[src/rtl/core/bfsa_pkg.sv]
`default_nettype none
// ============================================================================
// bfsa_pkg: shared definitions for the best-fit buffer slot assigner
// Table geometry, field widths and the records passed between the scan
// datapath and the top-level sequencer.
// ============================================================================
package bfsa_pkg;

	// Table geometry and step width
	localparam int MAX_SLOTS = 64;
	localparam int STEP_BITS = 16;

	// Field widths of the request and response channels
	localparam int SIZE_W   = 32;
	localparam int STEP_IN_W = 16;
	localparam int SLOT_OUT_W = 6;
	localparam int POOL_W   = 38;

	// Internal widths derived from the geometry
	localparam int STEP_W = (STEP_BITS < STEP_IN_W) ? STEP_BITS : STEP_IN_W;
	localparam int IDX_W  = $clog2(MAX_SLOTS);
	localparam int CNT_W  = $clog2(MAX_SLOTS + 1);
	localparam int WORD_W = SIZE_W + STEP_W;

	// Request kinds
	localparam logic KIND_ALLOC = 1'b0;
	localparam logic KIND_CLEAR = 1'b1;

	// Sequencer to scan datapath: restart and one returning read
	typedef struct packed {
		logic             start;
		logic             rd_valid;
		logic [IDX_W-1:0] rd_idx;
	} scan_ctrl_t;

	// Scan datapath to sequencer: best free slot seen so far
	typedef struct packed {
		logic              pending;
		logic              found;
		logic [IDX_W-1:0]  idx;
		logic [SIZE_W-1:0] cost;
		logic [SIZE_W-1:0] bytes;
	} scan_best_t;

endpackage : bfsa_pkg
`default_nettype wire

[src/rtl/core/bfsa_req_if.sv]
`default_nettype none
// ============================================================================
// bfsa_req_if: request channel of the slot assigner
// Valid/ready channel carrying one allocate or clear request.
// ============================================================================
interface bfsa_req_if;
	logic                             valid;
	logic                             ready;
	logic                             kind;
	logic [bfsa_pkg::SIZE_W-1:0]      buf_bytes;
	logic [bfsa_pkg::STEP_IN_W-1:0]   first_use;
	logic [bfsa_pkg::STEP_IN_W-1:0]   last_use;

	modport source (output valid, kind, buf_bytes, first_use, last_use, input ready);
	modport sink   (input valid, kind, buf_bytes, first_use, last_use, output ready);
endinterface : bfsa_req_if
`default_nettype wire

[src/rtl/core/bfsa_rsp_if.sv]
`default_nettype none
// ============================================================================
// bfsa_rsp_if: response channel of the slot assigner
// Valid/ready channel carrying one placement result per request.
// ============================================================================
interface bfsa_rsp_if;
	logic                              valid;
	logic                              ready;
	logic [bfsa_pkg::SLOT_OUT_W-1:0]   slot_index;
	logic                              slot_is_new;
	logic                              overflow;
	logic [bfsa_pkg::POOL_W-1:0]       pool_total_bytes;

	modport source (output valid, slot_index, slot_is_new, overflow, pool_total_bytes,
		input ready);
	modport sink   (input valid, slot_index, slot_is_new, overflow, pool_total_bytes,
		output ready);
endinterface : bfsa_rsp_if
`default_nettype wire

[src/rtl/core/bfsa_ram.sv]
`default_nettype none
// ============================================================================
// bfsa_ram: generic single-port-write, single-port-read synchronous RAM
// One write and one registered read per cycle; read data follows re in the next cycle.
// ============================================================================
module bfsa_ram #(
	parameter int DEPTH = 64,
	parameter int WIDTH = 48
) (
	input  wire logic                     clk,
	input  wire logic                     we,
	input  wire logic [$clog2(DEPTH)-1:0] waddr,
	input  wire logic [WIDTH-1:0]         wdata,
	input  wire logic                     re,
	input  wire logic [$clog2(DEPTH)-1:0] raddr,
	output logic      [WIDTH-1:0]         rdata
);

	logic [WIDTH-1:0] mem [DEPTH];

	// Write port
	always_ff @(posedge clk) begin
		if (we) begin
			mem[waddr] <= wdata;
		end
	end

	// Registered read port
	always_ff @(posedge clk) begin
		if (re) begin
			rdata <= mem[raddr];
		end
	end

endmodule : bfsa_ram
`default_nettype wire

[src/rtl/core/bfsa_scan.sv]
`default_nettype none
// ============================================================================
// bfsa_scan: best-fit search datapath
// Takes one slot word per cycle from the table, works out whether the slot is
// free and its growth cost, and keeps the cheapest free slot (lowest index
// on a tie).
// ============================================================================
module bfsa_scan (
	input  wire logic                            clk,
	input  wire logic                            arst_n,
	input  wire bfsa_pkg::scan_ctrl_t            ctrl,
	input  wire logic [bfsa_pkg::WORD_W-1:0]     rd_word,
	input  wire logic [bfsa_pkg::SIZE_W-1:0]     size,
	input  wire logic [bfsa_pkg::STEP_W-1:0]     first,
	output bfsa_pkg::scan_best_t                 best
);
	import bfsa_pkg::*;

	logic [SIZE_W-1:0] slot_bytes;
	logic [STEP_W-1:0] slot_busy;
	logic              free_c;
	logic [SIZE_W-1:0] cost_c;

	logic              valid_s2;
	logic              free_s2;
	logic [SIZE_W-1:0] cost_s2;
	logic [SIZE_W-1:0] bytes_s2;
	logic [IDX_W-1:0]  idx_s2;

	logic              found_q;
	logic [IDX_W-1:0]  best_idx_q;
	logic [SIZE_W-1:0] low_cost_q;
	logic [SIZE_W-1:0] best_bytes_q;

	// Split the word and work out freeness and growth cost
	always_comb begin
		slot_bytes = rd_word[WORD_W-1:STEP_W];
		slot_busy  = rd_word[STEP_W-1:0];
		free_c     = slot_busy < first;
		cost_c     = (size > slot_bytes) ? (size - slot_bytes) : '0;
	end

	// Hold the evaluated slot for the compare stage
	always_ff @(posedge clk or negedge arst_n) begin
		if (!arst_n) begin
			valid_s2 <= 1'b0;
		end else begin
			valid_s2 <= ctrl.rd_valid && !ctrl.start;
		end
	end

	always_ff @(posedge clk) begin
		free_s2  <= free_c;
		cost_s2  <= cost_c;
		bytes_s2 <= slot_bytes;
		idx_s2   <= ctrl.rd_idx;
	end

	// Keep the cheapest free slot; only a strictly lower cost replaces it
	always_ff @(posedge clk or negedge arst_n) begin
		if (!arst_n) begin
			found_q <= 1'b0;
		end else if (ctrl.start) begin
			found_q <= 1'b0;
		end else if (valid_s2 && free_s2 && (!found_q || cost_s2 < low_cost_q)) begin
			found_q <= 1'b1;
		end
	end

	always_ff @(posedge clk) begin
		if (valid_s2 && free_s2 && (!found_q || cost_s2 < low_cost_q)) begin
			best_idx_q   <= idx_s2;
			low_cost_q   <= cost_s2;
			best_bytes_q <= bytes_s2;
		end
	end

	assign best.pending = valid_s2;
	assign best.found   = found_q;
	assign best.idx     = best_idx_q;
	assign best.cost    = low_cost_q;
	assign best.bytes   = best_bytes_q;

endmodule : bfsa_scan
`default_nettype wire

[src/rtl/core/best_fit_buffer_slot_assigner.sv]
`default_nettype none
// ============================================================================
// best_fit_buffer_slot_assigner: best-fit buffer slot assigner top level
// Places buffer lifetimes into a slot table held in one synchronous RAM.
// ============================================================================
// Usage:
//   req carries one request: kind allocate with buf_bytes, first_use and
//   last_use, or kind clear, which empties the table. rsp returns one result
//   per request: slot_index, slot_is_new, overflow and pool_total_bytes.
//   An allocate request reads every slot in use, one RAM read per cycle, and
//   keeps the cheapest free slot; it then grows or appends a slot and writes
//   the entry back. A clear request goes straight to the decide state. One
//   request is in work at a time and req.ready is high only while the
//   sequencer is idle.
//   The result sits in an output register, so the next request is taken
//   while the previous result waits. If rsp.ready stays low, the sequencer
//   holds its finished result until the output register is free.
//   Reset empties the table and zeroes the pool total; the RAM needs no
//   clearing pass since only slots below the fill count are read.
// ============================================================================
module best_fit_buffer_slot_assigner (
	input wire logic  clk,
	input wire logic  arst_n,
	bfsa_req_if.sink  req,
	bfsa_rsp_if.source rsp
);
	import bfsa_pkg::*;

	typedef enum logic [1:0] {
		ST_IDLE,
		ST_SCAN,
		ST_DECIDE
	} state_t;

	state_t            state_q;
	logic [CNT_W-1:0]  used_q;
	logic [POOL_W-1:0] pool_q;
	logic [CNT_W-1:0]  addr_q;
	logic              kind_q;
	logic [SIZE_W-1:0] size_q;
	logic [STEP_W-1:0] first_q;
	logic [STEP_W-1:0] last_q;

	logic                  out_valid_q;
	logic [SLOT_OUT_W-1:0] out_idx_q;
	logic                  out_new_q;
	logic                  out_ovf_q;
	logic [POOL_W-1:0]     out_pool_q;

	logic              rd_valid_s1;
	logic [IDX_W-1:0]  rd_idx_s1;

	logic              accept;
	logic              re;
	logic              out_free;
	logic              decide;
	logic              we;
	logic [IDX_W-1:0]  waddr;
	logic [WORD_W-1:0] wdata;
	logic [WORD_W-1:0] rdata;
	logic [SIZE_W-1:0] grow;
	logic [POOL_W:0]   pool_sum;
	logic [POOL_W-1:0] pool_next;
	logic              has_room;

	scan_ctrl_t ctrl;
	scan_best_t best;

	// Handshake and read issue
	assign accept   = req.valid && req.ready;
	assign req.ready = (state_q == ST_IDLE);
	assign re       = (state_q == ST_SCAN) && (addr_q < used_q);
	assign out_free = !out_valid_q || rsp.ready;
	assign decide   = (state_q == ST_DECIDE) && out_free;
	assign has_room = used_q < CNT_W'(MAX_SLOTS);

	// Write back: grow the best slot, or append a new one
	always_comb begin
		we    = 1'b0;
		waddr = best.idx;
		wdata = {size_q, last_q};
		grow  = '0;
		if (decide && kind_q == KIND_ALLOC) begin
			if (best.found) begin
				we    = 1'b1;
				waddr = best.idx;
				wdata = {(best.cost != '0) ? size_q : best.bytes, last_q};
				grow  = best.cost;
			end else if (has_room) begin
				we    = 1'b1;
				waddr = used_q[IDX_W-1:0];
				grow  = size_q;
			end
		end
	end

	// Saturating pool accumulate
	always_comb begin
		pool_sum  = {1'b0, pool_q} + (POOL_W + 1)'(grow);
		pool_next = pool_sum[POOL_W] ? '1 : pool_sum[POOL_W-1:0];
	end

	// Track reads returning from the RAM
	always_ff @(posedge clk or negedge arst_n) begin
		if (!arst_n) begin
			rd_valid_s1 <= 1'b0;
		end else begin
			rd_valid_s1 <= re;
		end
	end

	always_ff @(posedge clk) begin
		rd_idx_s1 <= addr_q[IDX_W-1:0];
	end

	assign ctrl.start    = accept;
	assign ctrl.rd_valid = rd_valid_s1;
	assign ctrl.rd_idx   = rd_idx_s1;

	// Sequencer, table counters and result register
	always_ff @(posedge clk or negedge arst_n) begin
		if (!arst_n) begin
			state_q     <= ST_IDLE;
			used_q      <= '0;
			pool_q      <= '0;
			addr_q      <= '0;
			out_valid_q <= 1'b0;
			out_idx_q   <= '0;
			out_new_q   <= 1'b0;
			out_ovf_q   <= 1'b0;
			out_pool_q  <= '0;
		end else begin
			if (rsp.valid && rsp.ready && !decide) begin
				out_valid_q <= 1'b0;
			end
			unique case (state_q)
				ST_IDLE: begin
					if (accept) begin
						addr_q  <= '0;
						state_q <= (req.kind == KIND_CLEAR) ? ST_DECIDE : ST_SCAN;
					end
				end
				ST_SCAN: begin
					if (re) begin
						addr_q <= addr_q + 1'b1;
					end else if (!rd_valid_s1 && !best.pending) begin
						state_q <= ST_DECIDE;
					end
				end
				ST_DECIDE: begin
					if (out_free) begin
						out_valid_q <= 1'b1;
						if (kind_q == KIND_CLEAR) begin
							used_q     <= '0;
							pool_q     <= '0;
							out_pool_q <= '0;
							out_idx_q  <= '0;
							out_new_q  <= 1'b0;
							out_ovf_q  <= 1'b0;
						end else if (best.found) begin
							pool_q     <= pool_next;
							out_pool_q <= pool_next;
							out_idx_q  <= SLOT_OUT_W'(best.idx);
							out_new_q  <= 1'b0;
							out_ovf_q  <= 1'b0;
						end else if (has_room) begin
							used_q     <= used_q + 1'b1;
							pool_q     <= pool_next;
							out_pool_q <= pool_next;
							out_idx_q  <= SLOT_OUT_W'(used_q);
							out_new_q  <= 1'b1;
							out_ovf_q  <= 1'b0;
						end else begin
							out_pool_q <= pool_q;
							out_idx_q  <= '0;
							out_new_q  <= 1'b0;
							out_ovf_q  <= 1'b1;
						end
						state_q <= ST_IDLE;
					end
				end
				default: state_q <= ST_IDLE;
			endcase
		end
	end

	// Hold the request fields, reduced to the step width
	always_ff @(posedge clk) begin
		if (accept) begin
			kind_q  <= req.kind;
			size_q  <= req.buf_bytes;
			first_q <= req.first_use[STEP_W-1:0];
			last_q  <= req.last_use[STEP_W-1:0];
		end
	end

	assign rsp.valid            = out_valid_q;
	assign rsp.slot_index       = out_idx_q;
	assign rsp.slot_is_new      = out_new_q;
	assign rsp.overflow         = out_ovf_q;
	assign rsp.pool_total_bytes = out_pool_q;

	bfsa_ram #(
		.DEPTH (MAX_SLOTS),
		.WIDTH (WORD_W)
	) u_ram (
		.clk   (clk),
		.we    (we),
		.waddr (waddr),
		.wdata (wdata),
		.re    (re),
		.raddr (addr_q[IDX_W-1:0]),
		.rdata (rdata)
	);

	bfsa_scan u_scan (
		.clk     (clk),
		.arst_n  (arst_n),
		.ctrl    (ctrl),
		.rd_word (rdata),
		.size    (size_q),
		.first   (first_q),
		.best    (best)
	);

endmodule : best_fit_buffer_slot_assigner
`default_nettype wire

[src/flat_wrapper.sv]
// flat-port wrapper written by rule: the top's interface ports become plain ports
module best_fit_buffer_slot_assigner_flat import bfsa_pkg::*;
  (clk, arst_n, req_valid, req_kind, req_buf_bytes, req_first_use, req_last_use, req_ready, rsp_valid, rsp_slot_index, rsp_slot_is_new, rsp_overflow, rsp_pool_total_bytes, rsp_ready);
  bfsa_req_if req_i ();
  bfsa_rsp_if rsp_i ();
  input wire logic clk;
  input wire logic arst_n;
  input wire logic [$bits(req_i.valid)-1:0] req_valid;
  input wire logic [$bits(req_i.kind)-1:0] req_kind;
  input wire logic [$bits(req_i.buf_bytes)-1:0] req_buf_bytes;
  input wire logic [$bits(req_i.first_use)-1:0] req_first_use;
  input wire logic [$bits(req_i.last_use)-1:0] req_last_use;
  output wire logic [$bits(req_i.ready)-1:0] req_ready;
  output wire logic [$bits(rsp_i.valid)-1:0] rsp_valid;
  output wire logic [$bits(rsp_i.slot_index)-1:0] rsp_slot_index;
  output wire logic [$bits(rsp_i.slot_is_new)-1:0] rsp_slot_is_new;
  output wire logic [$bits(rsp_i.overflow)-1:0] rsp_overflow;
  output wire logic [$bits(rsp_i.pool_total_bytes)-1:0] rsp_pool_total_bytes;
  input wire logic [$bits(rsp_i.ready)-1:0] rsp_ready;
  assign req_i.valid = req_valid;
  assign req_i.kind = req_kind;
  assign req_i.buf_bytes = req_buf_bytes;
  assign req_i.first_use = req_first_use;
  assign req_i.last_use = req_last_use;
  assign req_ready = req_i.ready;
  assign rsp_valid = rsp_i.valid;
  assign rsp_slot_index = rsp_i.slot_index;
  assign rsp_slot_is_new = rsp_i.slot_is_new;
  assign rsp_overflow = rsp_i.overflow;
  assign rsp_pool_total_bytes = rsp_i.pool_total_bytes;
  assign rsp_i.ready = rsp_ready;
  best_fit_buffer_slot_assigner u_core (.clk(clk), .arst_n(arst_n), .req(req_i), .rsp(rsp_i));
endmodule
[config.mk]
export PLATFORM = sky130hd
export DESIGN_NAME = best_fit_buffer_slot_assigner_flat
export DESIGN_NICKNAME = d
export VERILOG_FILES = /design/src/rtl/core/bfsa_pkg.sv /design/src/rtl/core/bfsa_req_if.sv /design/src/rtl/core/bfsa_rsp_if.sv /design/src/rtl/core/bfsa_ram.sv /design/src/rtl/core/bfsa_scan.sv /design/src/rtl/core/best_fit_buffer_slot_assigner.sv /design/src/flat_wrapper.sv
export SDC_FILE = /design/constraint.sdc
export NUM_CORES = 2
export LEC_CHECK = 0
export ABC_AREA = 1
export BUFFER_PORTS_ARGS = -buffer_cell sky130_fd_sc_hd__buf_2
export CAP_MARGIN = 25
export CORE_MARGIN = 3
export CORE_UTILIZATION = 30
export CTS_BUF_LIST = sky130_fd_sc_hd__clkbuf_4 sky130_fd_sc_hd__clkbuf_8
export DETAILED_ROUTE_END_ITERATION = 7
export HOLD_SLACK_MARGIN = 0.06
export PLACE_DENSITY = 0.41
export SETUP_SLACK_MARGIN = 0.1
export SKIP_CTS_REPAIR_TIMING = 1
export SYNTH_ARGS = -nofsm -noshare
export SYNTH_HDL_FRONTEND = slang
export SYNTH_SLANG_ARGS = --single-unit
[constraint.sdc]
create_clock -name clk -period 9.55 [get_ports clk]
set_input_delay 1.4325 -clock clk [delete_from_list [all_inputs] [get_ports clk]]
set_output_delay 1.4325 -clock clk [all_outputs]
set_load 0.01 [all_outputs]
==> impl_metrics.toml <==
[status]
status = "complete, no violations"

[placement]
place_area_um2 = 145000
pre_cts_slack_ns = 3.75
globalplace.congestion = 0.837
place_hpwl_um = 298000
port_buffers = 116

[layout]
drive_gt1_share_pct = 12.4
final_area_um2 = 157000
nFillCells = 44400
final-seq-area_um2 = 101000
multiInputGateArea_um2 = 32500
fin_nets = 11300
area_growth_pct = 14.6

[sta]
worst_slack_ns = 4.65
skew_ns = 0.0588
finalMaxSlewViolations = 0
rsz0062_at_grt = "no"
tightest_slew_ns = 1.24
maxSlewHeadroom_pct = 17.5
finalCriticalPeriod_ns = 4.90
setup-violations-final = 0
fin_setup_tns_ns = 0
hold_viol = 0
fmax_ghz = 0.204
hold_ws_ns = 0.323
final.period_utilization_pct = 51.4

[power]
power_frac_seq_pct = 41.2
p_sw_share_pct = 36.9
pwr-share-clk_pct = 30.7
powerDensity_nw_per_um2 = 278
p_leak_uw = 0.0520
p_sw_uw = 16100
power_frac_comb_pct = 28.1
p_int_uw = 27500
ir_drop_mv = 0.204

[logic_synthesis]
synth-edff-count = 3255
synth_xor_area_share_pct = 0.243
synth_common_cells = "edfxtp_1, nor2_1, o21ai_0"
synth-simple-area-share_pct = 10.6
synth.avg_cell_area_um2 = 12.6
synthAdderAreaFrac_pct = 1.11
synth_area_leader_cell = "edfxtp_1"
synth_seq_cells = 3398
async_flop_share_pct = 1.94
synth_top_family_by_area = "compound AO/OA/AOI/OAI gates"
synthTopCellsByArea = "edfxtp_1, o21ai_0, nor2_1"
muxShareOfSynthArea_pct = 0.00732
netlist.area_leader.share_pct = 71.5
syn_area_um2 = 137000
syn_inst = 10900
synth_fp_nets = 11000
ys_warn_count = 0
synth_cell_types = 52
yosysMostFrequentCell = "edfxtp_1"
seq_area_frac_synth_pct = 73.8
synth_ff_type = "edfxtp_1"
synth_compound_area_share_pct = 11.3

[floorplanning]
rows = 247
core_area_um2 = 453000
initial_core_util_pct = 30.2
die_area_um2 = 464000
pin_count = 117
die_h_um = 681
fp.dieW_um = 681

[drt]
wl_per_cell_um = 28.7
num_vias = 91400
drc_errors = 0
drt_pass1_iterations = 7
ant_nets = 0
drt_iter0_drc = 9414
drt-total-wl_um = 504000
routed_via_density = 5.20

[clock_network]
cts_tree = "done"
clkTransAtPathRegs_ns = 0.06
insertion_delay_ns = 1.21
htreeDepth = 6
cts_buffer_depth = 4
cts_buffers = 605
root_buffer = "clkbuf_8"
clkSinkCount = 3398

[setup_path]
worstSetupPathType = "reg2reg"
slowest_stage = "buf_4"
cp_cell_sequence = "buf_4, buf_4, buf_12, nor2_1, o21ai_0, o21ai_0, o211ai_1, nand4_1, nand3_1, nand2_1"
start_kind = "register"
slowest_delay_ns = 0.75
cp.required_ns = 10.44
worstPathArrival_ns = 5.79
path_max_fanout = 151
crit_path_end_kind = "register"

[hold_path]
holdCritPathClass = "reg2reg"

[global_route]
grt_max_degree = 166
overflow = 0
grt_pass1_vias = 90200
antenna_found_initial = 34
grt_pass1_wl_um = 703000
grt_usage_pct = 21.1

[run]
cap_violations = 0
==> cell families after synthesis <==
kind of cell	count (synthesis)
AOI/OAI and AO/OA	2724
xor gates and xnor gates	38
adders and majority gates	120
buffers and inverters	984
DFF	3398
muxes	1
and+or+nand+nor	3592
==> layout make-up <==
type | count | share of cell area [%]
sequential | 3398 | 64.5
multi-input combinational | 6475 | 20.8
clock buffer | 829 | 6.49
tap | 5976 | 4.77
timing repair buffer | 333 | 1.75
clock inverter | 250 | 0.975
inverter | 308 | 0.776
antenna | 15 | 0.0240
==> through the flow <==
stage | cells | util (%) | total power [uW]
floorplan | 10900 | - | 24900
global placement | 16500 | 31.9 | 30500
detailed placement | 16500 | 31.9 | 30600
CTS | 17600 | 34.5 | 44100
global route | 17600 | 34.5 | 45600
finish | 17600 | 34.5 | 43600
==> path summary, 6_finish.rpt <==
kind / startpoint / end / slack, ns / cells past startpoint
max in group asynchronous: arst_n / u_core.addr_q[2] / 7.82 / 3
min in group asynchronous: arst_n / u_core.pool_q[11] / 0.64 / 2
max reg2reg: u_core.addr_q[1] / u_core.u_ram.rdata[24] / 4.65 / 10
max: u_core.addr_q[1] / u_core.u_ram.rdata[24] / 4.65 / 10
min: u_core.rd_idx_s1[0] / u_core.u_scan.idx_s2[0] / 0.32 / 0
min reg2reg: u_core.rd_idx_s1[0] / u_core.u_scan.idx_s2[0] / 0.32 / 0
==> critical path, delay by kind of cell (launching register included) <==
family	cells	cell delay [ns]
flip-flops	1	0.65
buffers and inverters	3	1.99
AND/OR/NAND/NOR	4	0.96
AO/OA/AOI/OAI	3	0.58
==> power groups by stage <==
stage / registers, uW / logic, uW / clock network (uW)
finish: 17900 / 12200 / 13400
global route: 18000 / 13300 / 14400
CTS: 18000 / 12400 / 13700
detailed placement: 18300 / 12300 / 0
floorplan: 18100 / 6750 / 0
global placement: 18200 / 12300 / 0
==> routing by layer <==
| metal | wire [um] | global-route usage, % | part of all wire [%] | vias to the layer above |
|---|---|---|---|---|
| li1 | - | - | - | 40500 |
| met2 | 236000 | 34.4 | 47 | 3212 |
| met3 | 29700 | 3.07 | 5.9 | 672 |
| met1 | 223000 | 29.1 | 44 | 47000 |
| met4 | 15000 | 6.24 | 3.0 | 6 |
| met5 | 44 | 0 | 0.0087 | - |
==> registers in the layout, indices dropped and copies added, names as in the netlist, 16 cells and up <==
register,flops
u_core.size_q,32
u_core.last_q,16
u_core.u_ram.mem,3072
u_core.u_scan.cost_s2,32
u_core.u_scan.bytes_s2,32
u_core.first_q,16
u_core.u_scan.low_cost_q,32
u_core.u_ram.rdata,48
u_core.pool_q,38
u_core.u_scan.best_bytes_q,32
==> cells in the final DEF, fill, tap and decap left out, types with 11 or more instances in the layout <==
cell type,Yosys,layout
nor2_1,1987,1921
clkinv_2,0,50
o221ai_1,137,137
dfrtp_1,66,61
nand4_1,69,69
o211ai_1,252,252
nand2_1,992,961
nand3_1,470,470
clkbuf_4,0,199
diode_2,0,15
nand2_4,2,33
buf_2,168,115
clkbuf_8,0,630
buf_4,28,179
buf_12,0,30
inv_1,291,289
edfxtp_1,3255,3255
clkinvlp_4,0,11
nor3_1,21,20
a21oi_1,202,200
clkinv_1,6,145
dfxtp_1,77,77
xor2_1,34,34
ha_1,118,118
nor2_4,6,72
o21ai_0,1665,1665
inv_8,0,19
o22ai_1,425,425
Note: power is estimated with default switching activity, not from simulation.
